`src/rtl/core/kabf_pkg.sv`:
```
package kabf_pkg;

    // Field widths fixed by the block's formats.
    localparam int ANGLE_W = 32;
    localparam int DT_W = 24;
    localparam int NOISE_W = 31;
    localparam int CFG_IDX_W = 2;
    localparam int DT_FRAC_BITS = 24;

    // Default fixed point formats.
    localparam int ANGLE_FRAC_BITS_DEF = 16;
    localparam int COV_FRAC_BITS_DEF = 24;

    // Configuration register indexes.
    localparam logic [CFG_IDX_W-1:0] CFG_NOISE_ANGLE = 2'd0;
    localparam logic [CFG_IDX_W-1:0] CFG_NOISE_BIAS = 2'd1;
    localparam logic [CFG_IDX_W-1:0] CFG_NOISE_MEAS = 2'd2;

    // Controller states.
    typedef enum logic [1:0] {
        ST_IDLE,
        ST_ISSUE,
        ST_WAIT,
        ST_FINISH
    } state_t;

    // Datapath operations in the order they are run for one request.
    typedef enum logic [3:0] {
        OP_ANGLE_PRED,
        OP_CROSS,
        OP_P00_PRED,
        OP_P11_PRED,
        OP_GAIN0,
        OP_GAIN1,
        OP_BIAS_COR,
        OP_ANGLE_COR,
        OP_C00,
        OP_C01,
        OP_C10,
        OP_C11
    } op_t;

    // Commands from the controller to the datapath.
    typedef struct packed {
        logic load;
        logic start;
        op_t  op;
        logic publish;
    } cmd_t;

    // Status from the datapath to the controller.
    typedef struct packed {
        logic done;
    } status_t;

    // True for the operations that run on the divider.
    function automatic logic is_div(input op_t op);
        return (op == OP_GAIN0) || (op == OP_GAIN1);
    endfunction

    // Saturate a wide signed value to the signed 32-bit range.
    function automatic logic signed [31:0] sat32(input logic signed [79:0] v);
        logic signed [79:0] hi;
        logic signed [79:0] lo;
        hi = 80'sh7FFFFFFF;
        lo = -80'sh80000000;
        if (v > hi)
        begin
            return 32'sh7FFFFFFF;
        end
        if (v < lo)
        begin
            return 32'sh80000000;
        end
        return v[31:0];
    endfunction

endpackage

```
`src/rtl/core/kabf_controller.sv`:
```
// Sequencer: takes a request, runs the operation list one unit at a time,
// then hands the result to the output register.
module kabf_controller (
    input  logic              clk,
    input  logic              rst_n,
    input  logic              in_valid,
    output logic              in_ready,
    input  logic              out_ready,
    output logic              out_valid,
    input  kabf_pkg::status_t status,
    output kabf_pkg::cmd_t    cmd
);
    kabf_pkg::state_t state_reg, state_next;
    kabf_pkg::op_t    op_reg, op_next;
    logic             out_valid_reg, out_valid_next;
    logic             can_publish;

    assign can_publish = !out_valid_reg || out_ready;

    // Next state.
    always_comb
    begin
        state_next = state_reg;
        op_next = op_reg;
        case (state_reg)
            kabf_pkg::ST_IDLE:
            begin
                if (in_valid)
                begin
                    state_next = kabf_pkg::ST_ISSUE;
                    op_next = kabf_pkg::OP_ANGLE_PRED;
                end
            end
            kabf_pkg::ST_ISSUE:
            begin
                state_next = kabf_pkg::ST_WAIT;
            end
            kabf_pkg::ST_WAIT:
            begin
                if (status.done)
                begin
                    if (op_reg == kabf_pkg::OP_C11)
                    begin
                        state_next = kabf_pkg::ST_FINISH;
                    end
                    else
                    begin
                        state_next = kabf_pkg::ST_ISSUE;
                        op_next = kabf_pkg::op_t'(op_reg + 4'd1);
                    end
                end
            end
            kabf_pkg::ST_FINISH:
            begin
                if (can_publish)
                begin
                    state_next = kabf_pkg::ST_IDLE;
                end
            end
            default:
            begin
                state_next = kabf_pkg::ST_IDLE;
            end
        endcase
    end

    // Outputs.
    always_comb
    begin
        cmd.load = 1'b0;
        cmd.start = 1'b0;
        cmd.op = op_reg;
        cmd.publish = 1'b0;
        in_ready = 1'b0;
        case (state_reg)
            kabf_pkg::ST_IDLE:
            begin
                in_ready = 1'b1;
                cmd.load = in_valid;
            end
            kabf_pkg::ST_ISSUE:
            begin
                cmd.start = 1'b1;
            end
            kabf_pkg::ST_FINISH:
            begin
                cmd.publish = can_publish;
            end
            default:
            begin
                in_ready = 1'b0;
            end
        endcase
    end

    // Output valid holds until the result is taken.
    always_comb
    begin
        out_valid_next = out_valid_reg;
        if (cmd.publish)
        begin
            out_valid_next = 1'b1;
        end
        else if (out_ready)
        begin
            out_valid_next = 1'b0;
        end
    end

    always_ff @(posedge clk or negedge rst_n)
    begin
        if (!rst_n)
        begin
            state_reg <= kabf_pkg::ST_IDLE;
            op_reg <= kabf_pkg::OP_ANGLE_PRED;
            out_valid_reg <= 1'b0;
        end
        else
        begin
            state_reg <= state_next;
            op_reg <= op_next;
            out_valid_reg <= out_valid_next;
        end
    end

    assign out_valid = out_valid_reg;

endmodule

```
`config.mk`:
```
export PLATFORM = sky130hd
export DESIGN_NAME = kabf_controller
export DESIGN_NICKNAME = d
export VERILOG_FILES = /design/src/rtl/core/kabf_pkg.sv /design/src/rtl/core/kabf_controller.sv
export SDC_FILE = /design/constraint.sdc
export NUM_CORES = 1
export LEC_CHECK = 0
export ABC_AREA = 0
export BUFFER_PORTS_ARGS = -buffer_cell sky130_fd_sc_hd__clkbuf_2
export CAP_MARGIN = 20
export CORE_AREA = 3 3 40 42
export CTS_CLUSTER_DIAMETER = 50
export DETAILED_ROUTE_END_ITERATION = 8
export DIE_AREA = 0 0 43 45
export GPL_TIMING_DRIVEN = 0
export SYNTH_ARGS = -nofsm -noshare
export SYNTH_HDL_FRONTEND = slang
export SYNTH_SLANG_ARGS = --single-unit
```
`constraint.sdc`:
```
create_clock -name clk -period 1.4 [get_ports clk]
set_input_delay 0.14 -clock clk [delete_from_list [all_inputs] [get_ports clk]]
set_output_delay 0.14 -clock clk [all_outputs]
set_load 0.02 [all_outputs]
```
# == Word level (Yosys, flattened, before mapping) ==
# Index checks and enable logic that the tools add are counted.
# word_totals
regBits,7
inputBits,5
output_inout_bits,9
# classes
add_sub_neg,1
eq_ne,8
mux,15
reduce_logical,7
# ops
cell,n
4-bit two-way mux,3
2-bit two-way mux,4
"2-bit != test, second input constant",4
2-bit one-hot mux with 4 select lines,1
4-bit one-hot mux with 2 select lines,1
1-bit two-way mux,6
"4-bit by 1-bit adder with 4-bit output, second input constant",1
"2-bit == test, second input constant",2
"4-bit == test, second input constant",1
4-bit AND reduction,1
2-bit nonzero test,2
3-bit AND reduction,1
"2-bit by 1-bit == test with 1-bit output, second input constant",1
2-bit zero test,1
1-bit zero test,1
1-bit logical OR,1

# == Logic depth before layout (Yosys ltp) ==
# depth
word_depth,4
ltp_mapped,5
ltp_nobuf,5

# == Least setup slack after synthesis ==
# No wires, ideal clock.
# synth_path
path_kind,register to output
from,reg state_reg[1]
to,out cmd[6] in the netlist's numbering
arrival_ps,1112
t_required_ps,1260
slack_ps,148
stages_incl_launch_ff,4
path_cell_list,dfrtp_1 buf_6 nor2_1 and2_1
# synth_lines
item,line_no,rtl
start: declaration,kabf_controller.sv:13,"kabf_pkg::state_t state_reg, state_next;"
start signal: assignment,kabf_controller.sv:114,state_reg <= kabf_pkg::ST_IDLE;
start signal: assignment,kabf_controller.sv:120,state_reg <= state_next;
end: declaration,kabf_controller.sv:11,output kabf_pkg::cmd_t cmd

==> reports/metrics.yaml <==
finish:
  antenna_cells: 0
  largest_reg_flops: 4
  instances_no_fill: 79
  regArea_sq_um: 176
  final_nets: 71
  drive_gt1_frac: 0.344
  syn_to_final_growth_pct: 31.8
  final_area_sq_um: 534
  multi_input_area_sq_um: 204
  fillers: 144
drt:
  routed_wirelength_um: 934
  drt-pass1-iter-count: 4
  drt_iter0_markers: 11
  vias: 399
  antenna_left: 0
  vias_per_cell: 5.05
  wl_per_cell_um: 11.8
  drc: 0
placement:
  gp_congestion: 0.712
  dpl_cell_area_sq_um: 489
  post-place-cells: 73
  port_buffers: 13
synth:
  synth-edff-count: 0
  yosysUniqueCellTypes: 24
  synthXorXnorAreaFrac: 0
  synth_flop_cell: "dfrtp_1"
  syn_avg_cell_area_sq_um: 9.01
  synth_mux_area_frac: 0
  synth_area_sq_um: 405
  synth_fa_ha_area_frac: 0.0309
  synth_cells: 45
  ys_ff_latch: 7
  yosys.area_share.simple: 0.278
  yosys_warnings: 0
  syn-num-nets: 51
  synth-seq-area-share: 0.432
  synth_top_family_by_area: "simple AND/OR/NAND/NOR gates"
  synth_compound_area_frac: 0.194
  synthArstFlopShare: 1.00
timing:
  final_hold_viol_count: 0
  setup_violations: 0
  drv_slew: 0
  rsz0062_at_grt: "false"
  min_period_ns: 1.33
  setup_tns_ns: 0
  fin_crit_sh: 0.948
  tightest_slew_ns: 0.291
  max_slew_margin: 0.804
  skew_ns: 0.00406
  fmax_ghz: 0.753
clock_tree:
  cts_root_buffer: "clkbuf_4"
  cts.clk_slew.worst_paths_ns: 0.05
  clock_path_buffers: 2
  clock_sinks: 7
  cts_max_level: 1
  cts_tree: "built"
  worstSkewPairLatency_ns: 0.25
  numCtsBuffers: 3
power_and_ir_drop:
  peakVddDrop_v: 0.000643
  power.leakage_uw: 0.000261
  p_per_area_mw_per_mm2: 2090
floorplan:
  initial_core_util: 0.315
  rows: 13
  die_w_um: 43
  dieHeight_um: 45
  dieArea_sq_mm: 0.00194
  io_pins: 14
  core_area_sq_mm: 0.00128
run:
  max_cap_violations: 0
critical_path:
  r2r_end: "op_reg[0]$_DFFE_PN0P_"
  worstSetupStartpointType: "flop"
  worstReg2RegStart: "op_reg[0]$_DFFE_PN0P_"
  cp-end-kind: "output port"
  reg2reg_slack_ns: 0.13
  ff2ff_path_depth: 4
  startpoint: "state_reg[1]$_DFFE_PN0P_"
  crit_type: "flop to output port"
  critPathMaxFanout: 10
  arrival_ns: 1.19
  cp.required_ns: 1.26
worst_hold_path:
  min_from: "out_ready"
  hold_class: "primary input to flop"
  hold_depth: 3
  hold_end: "out_valid$_DFFE_PN0P_"
global_routing:
  grt_pass1_wl_um: 1560
  grt_max_degree: 11
  grt_pass1_vias: 365
  grt_util_all_layers: 0.110
  antenna_found_initial: 0
  grt_overflow: 0
run_status:
  status: "completed"
## worst max-delay path: stages (launching register included)
cell	delay [ns]
dfrtp_1	0.40
buf_6	0.15
nor2_1	0.11
and2_1	0.13
clkbuf_2	0.16
## kinds of logic after synthesis
family                   after synthesis
AND/OR/NAND/NOR                       21
AO/OA/AOI/OAI                         12
flip-flops                             7
buffers and inverters                  4
adder cells (fa/ha/maj)                1
## per-layer routing
metal | track usage | vias up | wire length, um
met4 | 0.0181 | 0 | 0
li1 | - | 200 | -
met3 | 0.0598 | 0 | 109
met2 | 0.171 | 19 | 418
met5 | 0 | - | 0
met1 | 0.138 | 180 | 405
## metrics by stage
step                      total power (uW)  setup WS (ns)  utilization  hold WS (ns)
after CTS                             1110        0.00709        0.409         0.181
after global placement                 918          0.181        0.381      -0.00291
after floorplan                        753          0.148            -        -0.156
after detailed placement               919          0.169        0.381      -0.00624
after global routing                  1210         0.0164        0.416         0.213
final                                 1120         0.0727        0.416         0.179
## cell type report
cell class | count | area share
tap | 15 | 0.0351
sequential | 7 | 0.330
timing repair buffer | 15 | 0.155
clock buffer | 4 | 0.0492
buffer | 2 | 0.0351
inverter | 2 | 0.0141
multi-input combinational | 34 | 0.382
## where the power goes
| part | switching (uW) | leakage, uW | total (uW) | internal (uW) |
|---|---|---|---|---|
| registers | 87.4 | 0.0000902 | 367 | 280 |
| logic | 336 | 0.000156 | 567 | 231 |
| clock network | 73.1 | 0.0000150 | 182 | 109 |
| total | 497 | 0.000261 | 1120 | 619 |
## cell usage in the layout (no fill, tap or decap)
cell type       n
a21o_1          1
a22o_1          1
a31oi_1         1
and2_1          1
and4_1          1
buf_4           2
buf_6           1
clkbuf_1        1
clkbuf_2       13
clkbuf_4        3
dfrtp_1         6
dfrtp_2         1
dlygate4sd3_1   1
ha_1            1
inv_1           2
nand2_1         5
nand2_2         1
nand2b_1        3
nand3_1         4
nand3b_1        1
nor2_1          3
nor2b_1         1
nor2b_2         1
o211ai_1        1
o21ai_0         4
o21ai_1         1
o22ai_1         1
o2bb2ai_1       1
o41ai_1         1
## cells in the mapped netlist (2+ instances only)
cell type | number | area (sq um)
dfrtp_1 | 7 | 175
inv_1 | 2 | 7.51
nand2_1 | 5 | 18.8
nand2b_1 | 3 | 18.8
nand3_1 | 4 | 20.0
nor2_1 | 3 | 11.3
o21ai_0 | 4 | 20.0
## worst max-delay path by stage
stage,endpoint,cells after the start
after floorplan,cmd[6],3
after global placement,op_reg[0]$_DFFE_PN0P_,4
after detailed placement,op_reg[0]$_DFFE_PN0P_,4
after CTS,cmd[0],4
after global routing,cmd[6],4
final,cmd[6],4
## timing repair
item | 4_1_cts | 5_1_grt
resized for setup | 0 | 1
hold buffers | 1 | 0
setup endpoints to repair | 0 | 1
endpoints found under the hold margin | 7 | 0
setup buffers | 0 | 1
Note: power is estimated with default switching activity, not from simulation.
